### config.mk
export PLATFORM = sky130hd
export DESIGN_NAME = tcw_fifo
export DESIGN_NICKNAME = d
export VERILOG_FILES = /design/src/design/tcw_fifo.sv
export SDC_FILE = /design/constraint.sdc
export NUM_CORES = 1
export LEC_CHECK = 0
export ABC_AREA = 1
export BUFFER_PORTS_ARGS = -buffer_cell sky130_fd_sc_hd__buf_2
export CORE_MARGIN = 2
export CORE_UTILIZATION = 50
export CTS_CLUSTER_DIAMETER = 50
export CTS_CLUSTER_SIZE = 8
export DETAILED_ROUTE_END_ITERATION = 6
export GPL_TIMING_DRIVEN = 0
export PLACE_DENSITY = 0.77
export SYNTH_ARGS = -nofsm -noshare
export SYNTH_HDL_FRONTEND = slang
export SYNTH_SLANG_ARGS = --single-unit
### constraint.sdc
create_clock -name clk_i -period 2.5 [get_ports clk_i]
set_input_delay 0.375 -clock clk_i [delete_from_list [all_inputs] [get_ports clk_i]]
set_output_delay 0.375 -clock clk_i [all_outputs]
set_load 0.03 [all_outputs]
### src/design/tcw_fifo.sv
// tcw_fifo: two-entry register queue used between the block's parts
// no dependencies

module tcw_fifo #(
  parameter int unsigned WIDTH = 8
) (
  input  logic             clk_i,
  input  logic             rst_ni,
  input  logic             push_i,
  input  logic [WIDTH-1:0] data_i,
  output logic             full_o,
  input  logic             pop_i,
  output logic [WIDTH-1:0] data_o,
  output logic             empty_o
);

  logic [WIDTH-1:0] mem_q [2];
  logic [1:0]       count_q, count_d;
  logic             wr_q, rd_q;
  logic             do_push, do_pop;

  assign full_o  = (count_q == 2'd2);
  assign empty_o = (count_q == 2'd0);
  assign do_push = push_i && !full_o;
  assign do_pop  = pop_i && !empty_o;
  assign data_o  = mem_q[rd_q];

  always_comb begin
    count_d = count_q;
    if (do_push && !do_pop) begin
      count_d = count_q + 2'd1;
    end else if (do_pop && !do_push) begin
      count_d = count_q - 2'd1;
    end
  end

  always_ff @(posedge clk_i or negedge rst_ni) begin
    if (!rst_ni) begin
      count_q <= 2'd0;
      wr_q    <= 1'b0;
      rd_q    <= 1'b0;
    end else begin
      count_q <= count_d;
      if (do_push) begin
        wr_q <= !wr_q;
      end
      if (do_pop) begin
        rd_q <= !rd_q;
      end
    end
  end

  always_ff @(posedge clk_i) begin
    if (do_push) begin
      mem_q[wr_q] <= data_i;
    end
  end

endmodule

== Yosys cells after proc, flatten, opt, wreduce, memory -nomap -nowiden ==
Memory sizes are Yosys's and may differ from the RTL's.
Cells that the tools add are included.

* Magnitude comparators: 0
* Reductions and logical operators: 12
* Muxes and demuxes: 4
* Bitwise gates (word level): 0
* Add/sub/neg operators: 2
* Multipliers: 0
* Equal/unequal tests: 1
* Shift-type cells: 0
* Div/mod/pow operators: 0

{| class="wikitable"
|+ Operator list
! operator !! count
|-
| $logic_not 1->1 || 6
|-
| $logic_and 1x1->1 || 4
|-
| $mux 2 || 2
|-
| $add 2x1->2 const B || 1
|-
| $eq 2x2->1 const B || 1
|-
| $logic_not 2->1 || 1
|-
| $mux 1 || 2
|-
| $reduce_bool 2->1 || 1
|-
| $sub 2x1->2 const B || 1
|}

* Logic and storage cells: 23
* Memories kept: 1
* Bits in writable memories: 16
* Memory bits (read-only): 0
* Flip-flop bits (word level): 4
* Latch bits: 0

{| class="wikitable"
|+ Memories
! name !! depth !! bits a word !! read ports !! clocked after memory_dff !! wr ports !! line !! text
|-
| mem_q || 2 || 8 || 1 || 0 || 1 || 17 || <nowiki>logic [WIDTH-1:0] mem_q [2];</nowiki>
|}

== Longest topological paths before layout ==
* Word-level depth: 7
* Gate-level depth with buffers: 9
* Gate-level depth less buffers: 9

== Worst setup path before layout ==
OpenSTA, ideal clock, no wires.

* Path type: reg2reg
* From: register count_q[0]
* To: register count_q[1]
* Cell stages (with the launch flop): 8
* Data arrival time: 1.381 ns
* Period minus slack after synthesis: 1.498 ns
* Setup slack: 1.002 ns
* Data required time: 2.383 ns
* Cell sequence: dfrtp_1 nor2_2 nor2_2 ha_1 inv_1 nand3_1 nand2_1 nand2_1

* Cells in the longest elaborated chain, start to end: 6
* Elaborated cells between the ends (all ways): 15

{| class="wikitable"
|+ RTL lines
! item !! line !! text
|-
| start, declared || 18 || <nowiki>logic [1:0] count_q, count_d;</nowiki>
|-
| start signal, assigned || 43 || <nowiki>count_q <= count_d;</nowiki>
|-
| $eq 2x2->1 * || 22 || <nowiki>assign full_o = (count_q == 2'd2);</nowiki>
|-
| via full_o || 11 || <nowiki>output logic full_o,</nowiki>
|-
| $logic_not 1->1 * || 24 || <nowiki>assign do_push = push_i && !full_o;</nowiki>
|-
| $logic_and 1x1->1 * || 24 ||
|-
| via do_push || 20 || <nowiki>logic do_push, do_pop;</nowiki>
|-
| $logic_not 1->1 || 32 || <nowiki>end else if (do_pop && !do_push) begin</nowiki>
|-
| $logic_and 1x1->1 || 32 ||
|-
| $reduce_bool 2->1 (no source line) || n/a ||
|}

Mark *: on every way through the listed nets, which the timed path passes. The rest lies on a longest branch. The select of a mux whose other input is x is not followed.
A chain may end at the register's enable or synchronous reset.

== Worst setup path in the final report ==
* From: register rd_q
* To: output data_o[1]

* Cells in the longest elaborated chain, start to end: 1

{| class="wikitable"
|+ RTL lines
! item !! line !! text
|-
| start, declared || 19 || <nowiki>logic wr_q, rd_q;</nowiki>
|-
| start signal, assigned || 48 || <nowiki>rd_q <= !rd_q;</nowiki>
|-
| $mem_v2 2x8 || n/a ||
|-
| end, declared || 13 || <nowiki>output logic [WIDTH-1:0] data_o,</nowiki>
|}

No other way between the ends.

==> results.tsv <==
metric	value	unit
status	complete, no violations	
synth_cells	73	
worstPathArrival	1.31	ns
antenna_found_initial	0	
grt_max_degree	12	
fill_cells	124	
num_rows	14	
r2r_cells	3	
grt_util_all_layers	0.1728	
worstSetupStartpointType	flop	
rrSetupSlack	0.95	ns
ios	22	
dpl.hpwl	1.138	mm
port_buffers	21	
yosys_warnings	0	
core_area	1506	um^2
cts_made_buffers	3	
grt-ovfl-total	0	
synthToLayoutAreaGrowth	21.17	%
path_max_fanout	10	
die-area	1957	um^2
cts.htree.levels	1	
synth_compound_area_frac	0.01236	
hold_buffers	1	
num-nets-final	113	
power_density	1263	nW/um^2
yosys-mux-area-fraction	0	
die_w	44.24	um
worstSkewPairLatency	0.29	ns
min_from	data_i[7]	
clockRootBuffer	clkbuf_4	
cp.required	2.12	ns
clk_transition_reported_paths	0.11	ns
relSlewSlack	0.5558	
layout_common_cells	nand2_1 (33), buf_2 (22), edfxtp_1 (16), inv_1 (7), dfrtp_1 (4)	
critPathCaptureType	output port	
die_height	44.24	um
fin_tns_setup	0	ns
initial_core_util	0.5374	
regArea	580.6	um^2
maxCapViolCount	0	
grt_pass1_wl	2.283	mm
ir_worst_vdd	657.5	uV
cts.sinks	20	
min_delay_path_depth	1	
drt_iter0_drc	9	
path_class	reg -> out	
rsz0062_at_grt	false	
gp_routability_congestion	0.8061	
grt_pass1_vias	563	
via_per_inst	4.896	
ys_ff_latch	20	
min_period	1.685	ns
cts-resized-gates	0	
tightest_slew	0.6638	ns
power	1.239	mW
syn_nets	86	
power_leakage	0.4741	nW
wirelength	1.489	mm
layout-drive-gt1-share	0.2929	
synthAdderAreaFrac	0.01546	
detail-route-antenna-nets	0	
avgRoutedWirePerCell	12.95	um
syn-mean-instance-area	11.09	um^2
syn_area	809.5	um^2
fin_worst_skew	0.004051	ns
detail_route.first_pass.iterations	4	
layout_commonest_cell	nand2_1	
drcViolationCount	0	
cts_tree	built	
postCtsSetupBuffers	0	
yosysSeqAreaShare	0.7172	
min_to	mem_q[0][7]	
drv_slew	0	
hold_path_class	in -> reg	
fin_crit_sh	0.6740	
multi_input_area	193.9	um^2
vias	563	
reg2reg_to	mem_q[1][7]	
fmax	593.5	MHz
n_antenna_cell	0	
cts_buffer_depth	2	
synth_top_family_by_area	simple AND/OR/NAND/NOR gates	
setup_viol	0	
synthSimpleGateAreaFrac	0.2009	
hold_viol	0	
synth-xor-area-share	0.01082	
r2r_start	count_q[1]	
synth_cell_types	14	
worst max-delay path, stage by stage, from the launching register on:
cell and delay [ns]:
dfrtp_1 0.37, buf_2 0.18, inv_2 0.15, nand2_1 0.07, nand2_1 0.06, buf_2 0.19
through the flow:
| step | hold WS [ns] | instance area, um^2 | std cells | util | worst slack (ns) |
|---|---|---|---|---|---|
| 2_1_floorplan | 0.07941 | 809.5 | 73 | - | 1.002 |
| 3_3_place_gp | 0.1875 | 934.6 | 110 | 0.6204 | 0.9797 |
| 3_5_place_dp | 0.1937 | 934.6 | 110 | 0.6204 | 0.9335 |
| 4_1_cts | 0.2617 | 980.9 | 115 | 0.6512 | 0.7961 |
| 5_1_grt | 0.2528 | 980.9 | 115 | 0.6512 | 0.7159 |
| 6_report | 0.2717 | 980.9 | 115 | 0.6512 | 0.8150 |
logic make-up (layout without fill, tap and decap cells):
kind of cell	after synthesis	after routing
AND/OR/NAND/NOR	40	40
flip-flops	20	20
buffers and inverters	9	35
AO/OA/AOI/OAI	2	2
adder cells (fa/ha/maj)	1	1
XOR/XNOR	1	1
state kept, by name (all words and copies together), names as in the netlist:
name / count
mem_q: 16
count_q: 2
rd_q: 1
wr_q: 1
worst max path at each step:
stage	from	endpoint	slack [ns]	cells after the start
CTS	rd_q	data_o[1]	0.80	5
finish	rd_q	data_o[1]	0.82	5
global placement	count_q[1]	mem_q[1][7]	0.98	3
detailed placement	count_q[1]	mem_q[1][7]	0.93	3
global route	rd_q	data_o[5]	0.72	5
floorplan	count_q[0]	count_q[1]	1.00	7
layout make-up:
cell class,instances,share of cell area
Inverter,8,0.03061
Sequential cell,20,0.5918
Timing Repair Buffer,22,0.1173
Clock buffer,4,0.03699
Tap cell,16,0.02041
Multi-Input combinational cell,44,0.1977
Buffer,1,0.005102
report_power, final:
group          internal (mW)  switching, mW
clock                 0.0886         0.0895
combinational          0.156          0.395
sequential             0.463         0.0470
total                  0.708          0.532
cells in the mapped netlist (all sizes together):
cell type	count	area share
nand3	1	0.0062
nor2	4	0.025
xnor2	1	0.011
dfrtp	4	0.12
nand3b	1	0.0093
buf	1	0.0062
nand4	1	0.0077
ha	1	0.015
o21ai	2	0.012
edfxtp	16	0.59
nand2	33	0.15
inv	8	0.037
metal layers:
metal / track usage / part of all wire / up-vias / routed length (um)
met3: 0.04490 / 0.048 / 2 / 71
li1: - / - / 288 / -
met4: 0.07879 / 0.0081 / 0 / 12
met2: 0.3412 / 0.54 / 14 / 808
met5: 0 / 0 / - / 0
met1: 0.1607 / 0.40 / 259 / 596
Power figures use the tool's default switching activity.
