### src/design/tcw_pkg.sv
// tcw_pkg: shared types and constants of the text console writer
// no dependencies; used by tcw_front, tcw_back and text_console_writer_core

package tcw_pkg;

  // character codes with a meaning of their own
  localparam logic [7:0] CHR_TAB   = 8'h09;
  localparam logic [7:0] CHR_LF    = 8'h0a;
  localparam logic [7:0] CHR_CR    = 8'h0d;
  localparam logic [7:0] CHR_SPACE = 8'h20;

  // configuration register indexes and reset values
  localparam logic REG_FG = 1'b0;
  localparam logic REG_BG = 1'b1;
  localparam logic [3:0] FG_RESET = 4'hF;
  localparam logic [3:0] BG_RESET = 4'h0;

  // request classes handed from the front to the back
  typedef enum logic [2:0] {
    K_CHAR,
    K_TAB,
    K_LF,
    K_NOP,
    K_READ
  } kind_e;

  typedef struct packed {
    kind_e       kind;
    logic [7:0]  chr;
    logic        advance;
    logic [6:0]  read_col;
    logic [4:0]  read_row;
  } cmd_t;

  typedef struct packed {
    logic [7:0] cell_char;
    logic [7:0] cell_attr;
    logic [6:0] cursor_col;
    logic [4:0] cursor_row;
  } res_t;

endpackage

### src/design/tcw_fifo.sv
// tcw_fifo: two-entry register queue used between the block's parts
// no dependencies

module tcw_fifo #(
  parameter int unsigned WIDTH = 8
) (
  input  logic             clk_i,
  input  logic             rst_ni,
  input  logic             push_i,
  input  logic [WIDTH-1:0] data_i,
  output logic             full_o,
  input  logic             pop_i,
  output logic [WIDTH-1:0] data_o,
  output logic             empty_o
);

  logic [WIDTH-1:0] mem_q [2];
  logic [1:0]       count_q, count_d;
  logic             wr_q, rd_q;
  logic             do_push, do_pop;

  assign full_o  = (count_q == 2'd2);
  assign empty_o = (count_q == 2'd0);
  assign do_push = push_i && !full_o;
  assign do_pop  = pop_i && !empty_o;
  assign data_o  = mem_q[rd_q];

  always_comb begin
    count_d = count_q;
    if (do_push && !do_pop) begin
      count_d = count_q + 2'd1;
    end else if (do_pop && !do_push) begin
      count_d = count_q - 2'd1;
    end
  end

  always_ff @(posedge clk_i or negedge rst_ni) begin
    if (!rst_ni) begin
      count_q <= 2'd0;
      wr_q    <= 1'b0;
      rd_q    <= 1'b0;
    end else begin
      count_q <= count_d;
      if (do_push) begin
        wr_q <= !wr_q;
      end
      if (do_pop) begin
        rd_q <= !rd_q;
      end
    end
  end

  always_ff @(posedge clk_i) begin
    if (do_push) begin
      mem_q[wr_q] <= data_i;
    end
  end

endmodule

### src/design/tcw_front.sv
// tcw_front: accepts requests, classifies them and queues them for the back
// depends on tcw_pkg and tcw_fifo

module tcw_front #(
  parameter int unsigned COLS = 80,
  parameter int unsigned ROWS = 25
) (
  input  logic          clk_i,
  input  logic          rst_ni,
  input  logic          push_i,
  output logic          full_o,
  input  logic          hold_i,
  input  logic          func_i,
  input  logic [7:0]    chr_i,
  input  logic          advance_i,
  input  logic [6:0]    read_col_i,
  input  logic [4:0]    read_row_i,
  output tcw_pkg::cmd_t cmd_o,
  output logic          cmd_valid_o,
  input  logic          cmd_pop_i
);

  tcw_pkg::cmd_t               cmd_in;
  logic [$bits(tcw_pkg::cmd_t)-1:0] cmd_vec;
  logic                        q_full, q_empty, in_range;

  assign in_range = (32'(read_col_i) < COLS) && (32'(read_row_i) < ROWS);

  always_comb begin
    cmd_in.chr      = chr_i;
    cmd_in.advance  = advance_i;
    cmd_in.read_col = read_col_i;
    cmd_in.read_row = read_row_i;
    if (func_i) begin
      // out-of-range reads give a zero cell and change nothing
      cmd_in.kind = in_range ? tcw_pkg::K_READ : tcw_pkg::K_NOP;
    end else begin
      unique case (chr_i)
        tcw_pkg::CHR_TAB: cmd_in.kind = tcw_pkg::K_TAB;
        tcw_pkg::CHR_LF:  cmd_in.kind = tcw_pkg::K_LF;
        tcw_pkg::CHR_CR:  cmd_in.kind = tcw_pkg::K_NOP;
        default:          cmd_in.kind = tcw_pkg::K_CHAR;
      endcase
    end
  end

  assign full_o = q_full || hold_i;

  tcw_fifo #(
    .WIDTH($bits(tcw_pkg::cmd_t))
  ) u_cmd_fifo (
    .clk_i  (clk_i),
    .rst_ni (rst_ni),
    .push_i (push_i && !hold_i),
    .data_i (cmd_in),
    .full_o (q_full),
    .pop_i  (cmd_pop_i),
    .data_o (cmd_vec),
    .empty_o(q_empty)
  );

  assign cmd_o       = tcw_pkg::cmd_t'(cmd_vec);
  assign cmd_valid_o = !q_empty;

endmodule

### config.mk
export PLATFORM = sky130hd
export DESIGN_NAME = tcw_front
export DESIGN_NICKNAME = d
export VERILOG_FILES = /design/src/design/tcw_pkg.sv /design/src/design/tcw_fifo.sv /design/src/design/tcw_front.sv
export SDC_FILE = /design/constraint.sdc
export NUM_CORES = 1
export LEC_CHECK = 0
export BUFFER_PORTS_ARGS = -buffer_cell sky130_fd_sc_hd__clkbuf_2
export CAP_MARGIN = 15
export CORE_ASPECT_RATIO = 1.4
export CORE_MARGIN = 2
export CORE_UTILIZATION = 45
export DETAILED_ROUTE_END_ITERATION = 6
export GPL_ROUTABILITY_DRIVEN = 0
export PLACE_DENSITY_LB_ADDON = 0.3
export SLEW_MARGIN = 20
export SYNTH_ARGS = -nofsm -noshare
export SYNTH_HDL_FRONTEND = slang
export SYNTH_HIERARCHICAL = 1
export SYNTH_SLANG_ARGS = --single-unit
### constraint.sdc
create_clock -name clk_i -period 2.75 [get_ports clk_i]
set_input_delay 0.275 -clock clk_i [delete_from_list [all_inputs] [get_ports clk_i]]
set_output_delay 0.275 -clock clk_i [all_outputs]
set_load 0.05 [all_outputs]
Yosys cells after proc, flatten, opt, wreduce, memory -nomap -nowiden

Memory sizes are Yosys's and may differ from the RTL's.
Index checks and enable logic that the tools add are counted.
W data, S select, Z words.

Logic and storage cells: 35
Memories: 1
Output and inout bits: 26
Bits in writable memories: 48
Flip-flop bits (word level): 4
Input bits: 27

Equality and inequality tests: 4
$add $sub $neg: 2
$lt $le $gt $ge: 2
Multiplexer cells: 7
Reductions and logical operators: 16

Memories:

| name             | words | bits a word | rd ports | clocked after Yosys merged registers in | wr ports | line           | RTL |
|---|---|---|---|---|---|---|---|
| u_cmd_fifo.mem_q | 2     | 24          | 1        | 0                                       | 1        | tcw_fifo.sv:17 | `logic [WIDTH-1:0] mem_q [2];` |

Operators by type and width:

| operator              | count |
|---|---|
| $eq A8 B4 Y1 const B  | 3 |
| $logic_not A1 Y1      | 7 |
| $lt A7 B7 Y1 const B  | 1 |
| $logic_and A1 B1 Y1   | 6 |
| $mux W3               | 2 |
| $pmux W2 S3           | 1 |
| $lt A5 B5 Y1 const B  | 1 |
| $mux W2               | 2 |
| $add A2 B1 Y2 const B | 1 |
| $eq A2 B2 Y1 const B  | 1 |
| $logic_not A2 Y1      | 1 |
| $mux W1               | 2 |
| $reduce_bool A2 Y1    | 1 |
| $sub A2 B1 Y2 const B | 1 |
| $logic_or A1 B1 Y1    | 1 |

Longest topological paths before layout

Depth in word-level cells: 7
Depth in mapped cells: 7
Mapped depth without buffers: 7

Cells and area by module

Netlist, hierarchy kept.

By module, submodules not included:

| module    | times used | area each (µm²) | cells each |
|---|---|---|---|
| tcw_fifo  | 1          | 2,030.7         | 94 |
| tcw_front | 1          | 102.6           | 15 |

Worst setup path after synthesis

OpenSTA, ideal clock, no wires.

Kind: register to register
From: register u_cmd_fifo.count_q[0]
To: memory u_cmd_fifo/mem_q[0][0] (netlist bit) (enable)
Stages on the path, launching flop included: 4
Arrival time: 1.675 ns
Setup time: 0.405 ns
Path slack: 0.671 ns
Cells stage by stage: dfrtp_1 > nand2b_1 > nand2_1 > nor2_1

Cells in the longest elaborated chain, start to end: 5

RTL lines:

| what                          | line           | RTL |
|---|---|---|
| start, declared               | tcw_fifo.sv:18 | `logic [1:0] count_q, count_d;` |
| start signal, assigned        | tcw_fifo.sv:43 | `count_q <= count_d;` |
| $eq A2 B2 Y1                  | tcw_fifo.sv:22 | `assign full_o = (count_q == 2'd2);` |
| $logic_not A1 Y1              | tcw_fifo.sv:24 | `assign do_push = push_i && !full_o;` |
| $logic_and A1 B1 Y1           | tcw_fifo.sv:24 |  |
| $mux W1                       | tcw_fifo.sv:54 | `if (do_push) begin` |
| $mux W1 (not written as such) | tcw_fifo.sv:55 | `mem_q[wr_q] <= data_i;` |
| end, declared                 | tcw_fifo.sv:17 |  |

No other way between the ends.

==> summary.txt <==
Pwr
  – Clock group share of total power: 0.185
  – Combinational share of power: 0.418
  – Reg power frac: 0.398
  – Pleak: 1.05 nW
  – Final Power: 2.73 mW
  – Net switching power: 1.07 mW
  – Internal: 1.66 mW
  – Switching Share: 0.393
  – VDD IR-drop max: 0.650 mV
  – Power Density: 1060 nW/um^2

Layout
  – Diode count: 0
  – FILL cells: 364
  – Final Non-Filler Cells: 233
  – Nets: 198
  – Fraction of layout cells with a size suffix above 1: 0.532
  – FF/Latch Area: 1540 sq um
  – Cell area after layout: 2570 sq um
  – Area Overhead vs Synth: 20.5%
  – Area of the multi-input gates: 532 sq um
  – Post-layout util: 0.567

Timing
  – Final Hold Violating Endpoints: 0
  – Hold WS: 0.161 ns
  – Final setup violation count: 0
  – Clock Skew: 0.00571 ns
  – Sum of negative setup slack: 0 ns
  – Slew at the pin with the worst max-slew slack: 0.606 ns
  – Slew HR: 0.596
  – Period utilization: 0.804
  – Highest clock rate: 452 MHz
  – Slack of the critical path: 0.539 ns
  – RSZ-0062 raised after global routing: false
  – Slew Limit Fails: 0
  – Final critical-path required period: 2.21 ns

Clock network
  – Clk pin slew, worst setup/hold paths: 0.09 ns
  – Clock Latency Late Sink: 0.30 ns
  – Root buffer cell: clkbuf_8
  – TritonCTS clock tree: yes
  – Cts repair resizes: 0
  – Cts bufs inserted: 5
  – CTS max path bufs: 2
  – Clk sinks: 52
  – H-tree Lvls: 2

Worst setup path
  – R2R Path Start: u_cmd_fifo/count_q[0]$_DFFE_PN0P_
  – R2R Setup Slk: 0.96 ns
  – Crit path required time: 2.48 ns
  – Crit path cell chain: buf_4, mux2_2, clkbuf_2
  – Worst r2r path cells: 4
  – Crit path max-delay family: flip-flops
  – Worst path buffer plus inverter count: 2
  – Crit path to: cmd_o[18]
  – Worst EP arrival: 1.94 ns
  – Crit end category: primary output
  – CP startpoint: u_cmd_fifo/rd_q$_DFFE_PN0P_
  – Critical path depth: 3
  – Crit-path slowest cell: dfrtp_1
  – CP Launch Type: register
  – Setup Crit Path Kind: reg2out
  – Reg-to-reg endpoint: u_cmd_fifo/mem_q[0][1]$_DFFE_PP_
  – Largest stage delay, worst path: 0.74 ns
  – CP Max Fanout: 11

Logic synthesis
  – Yosys top cell area share: 0.676
  – Post-Synthesis Cells: 109
  – Top FF cell, synth: edfxtp_1
  – Most common cell in the netlist: edfxtp_1
  – Cell variety after synth: 21
  – Cell Area, Synth: 2130 sq um
  – Avg Cell Area, Syn: 19.6 sq um
  – Post-synthesis register bit count: 52
  – Share of flip-flops with an asynchronous set or reset: 0.0769
  – Synth top area cells: edfxtp_1 (68%), mux2_4 (13%), dfrtp_1 (4.7%)
  – Total number of yosys warnings: 6
  – Sequential area share after synthesis: 0.723
  – Commonest cells post-synth: edfxtp_1 (48), mux2_4 (19), mux2_2 (6)
  – EDFF count, synth: 48
  – Yosys top cell by area: edfxtp_1
  – Post-synthesis net count: 137

Global routing
  – Vias in the first global route: 1235
  – Largest net degree at the start of global routing: 25
  – GRT Overall Usage: 0.144
  – First-pass GRT wire length: 5700 microns
  – Total grt overflow: 0
  – Initial antenna violation count: 0

Routing
  – Metal2 WL: 1960 microns
  – Top Metal Used: met4
  – Vias/cell: 4.71
  – Drt wl/cell: 15.0 microns
  – Antenna Violating Nets Remaining: 0
  – Residual DRC: 0
  – Vias after detailed routing: 1098
  – Routed wire length: 3500 microns
  – DRT iter0 DRCs: 19
  – Met3 WL: 200 microns
  – First-pass DRT Iterations: 4
  – Met1 WL: 1280 microns

Place
  – I/O Buffers: 52
  – Pre-CTS WS: 0.848 ns
  – Dpl hpwl: 2570 microns
  – Post-DP Area: 2450 sq um
  – Inst Count DP: 224

Min path
  – HP Class: in2reg

Floorplan
  – Ports: 53
  – Die W: 62.2 microns
  – Core area: 4540 sq um
  – Full die area: 5320 sq um
  – Initial Util: 0.470
  – Vert. Die Dim: 85.5 microns
  – Cell Rows: 29

Run status
  – Outcome: complete, no violations

Flow run
  – Max-cap violations: 0
## power groups by stage
stage | clock [mW] | sequential [mW] | combinational [mW]
after global routing | 0.546 | 1.10 | 1.19
after floorplan | 0 | 1.05 | 1.03
after global placement | 0 | 1.10 | 1.13
after CTS | 0.514 | 1.09 | 1.16
after detailed placement | 0 | 1.11 | 1.15
final | 0.504 | 1.09 | 1.14
## logic make-up (layout without fill, tap and decap cells)
family                     Yosys count  count (layout)  share of synthesized area
DFF                                 52              52                      0.723
buffers and inverters                6              68                     0.0293
adders and majority gates            1               1                    0.00586
muxes                               25              25                      0.165
xor gates and xnor gates             5               5                     0.0205
AOI/OAI and AO/OA                    6               6                     0.0176
and+or+nand+nor                     14              14                     0.0387
## worst min path at each step
stage | start | end | slack (ns) | cells after the start
2_1_floorplan | rst_ni | u_cmd_fifo/count_q[0]$_DFFE_PN0P_ | -0.02 | 0
5_1_grt | read_col_i[2] | u_cmd_fifo/mem_q[0][7]$_DFFE_PP_ | 0.16 | 1
3_5_place_dp | rst_ni | u_cmd_fifo/count_q[0]$_DFFE_PN0P_ | 0.09 | 1
4_1_cts | read_col_i[2] | u_cmd_fifo/mem_q[1][7]$_DFFE_PP_ | 0.15 | 1
3_3_place_gp | rst_ni | u_cmd_fifo/count_q[1]$_DFFE_PN0P_ | 0.08 | 1
6_report | read_col_i[2] | u_cmd_fifo/mem_q[0][7]$_DFFE_PP_ | 0.16 | 1
## layout make-up
cell class / instances / area share
clock buffers: 6 / 0.0282
clock inverters: 2 / 0.0136
inverters: 3 / 0.00438
multi-input cells: 51 / 0.207
flip-flops and latches: 52 / 0.600
well taps: 62 / 0.0302
repair buffers: 57 / 0.117
## layer usage
layer  GRT usage  vias to the layer above
met5           0                        -
met4      0.0687                        0
met3      0.0491                        5
met2       0.272                       40
met1       0.138                      519
li1            -                      534
## layout by cell type, fill, tap and decap left out
master         instances
clkbuf_2              52
edfxtp_1              48
mux2_4                19
mux2_2                 6
clkbuf_8               5
o21ai_1                4
dfrtp_1                4
buf_4                  4
nor2_1                 3
nand2b_1               3
inv_1                  3
xnor2_1                3
nand2_1                2
xor2_1                 2
nor4b_2                1
o21a_1                 1
o311a_1                1
or2_2                  1
nor2b_1                1
nor3b_1                1
bufinv_16              1
clkinv_2               1
clkbuf_1               1
dlygate4sd3_1          1
and3_1                 1
nor2_2                 1
ha_1                   1
## flip-flops by register name, summed over array words and instances, names as in the netlist
| name | flops |
|---|---|
| u_cmd_fifo/wr_q | 1 |
| u_cmd_fifo/rd_q | 1 |
| u_cmd_fifo/count_q | 2 |
| u_cmd_fifo/mem_q | 48 |
## what timing repair did
item                      4_1_cts  5_1_grt
buffers inserted                0        0
hold buffers                    1        0
hold endpoints to repair        4        0
Power figures use the tool's default switching activity.
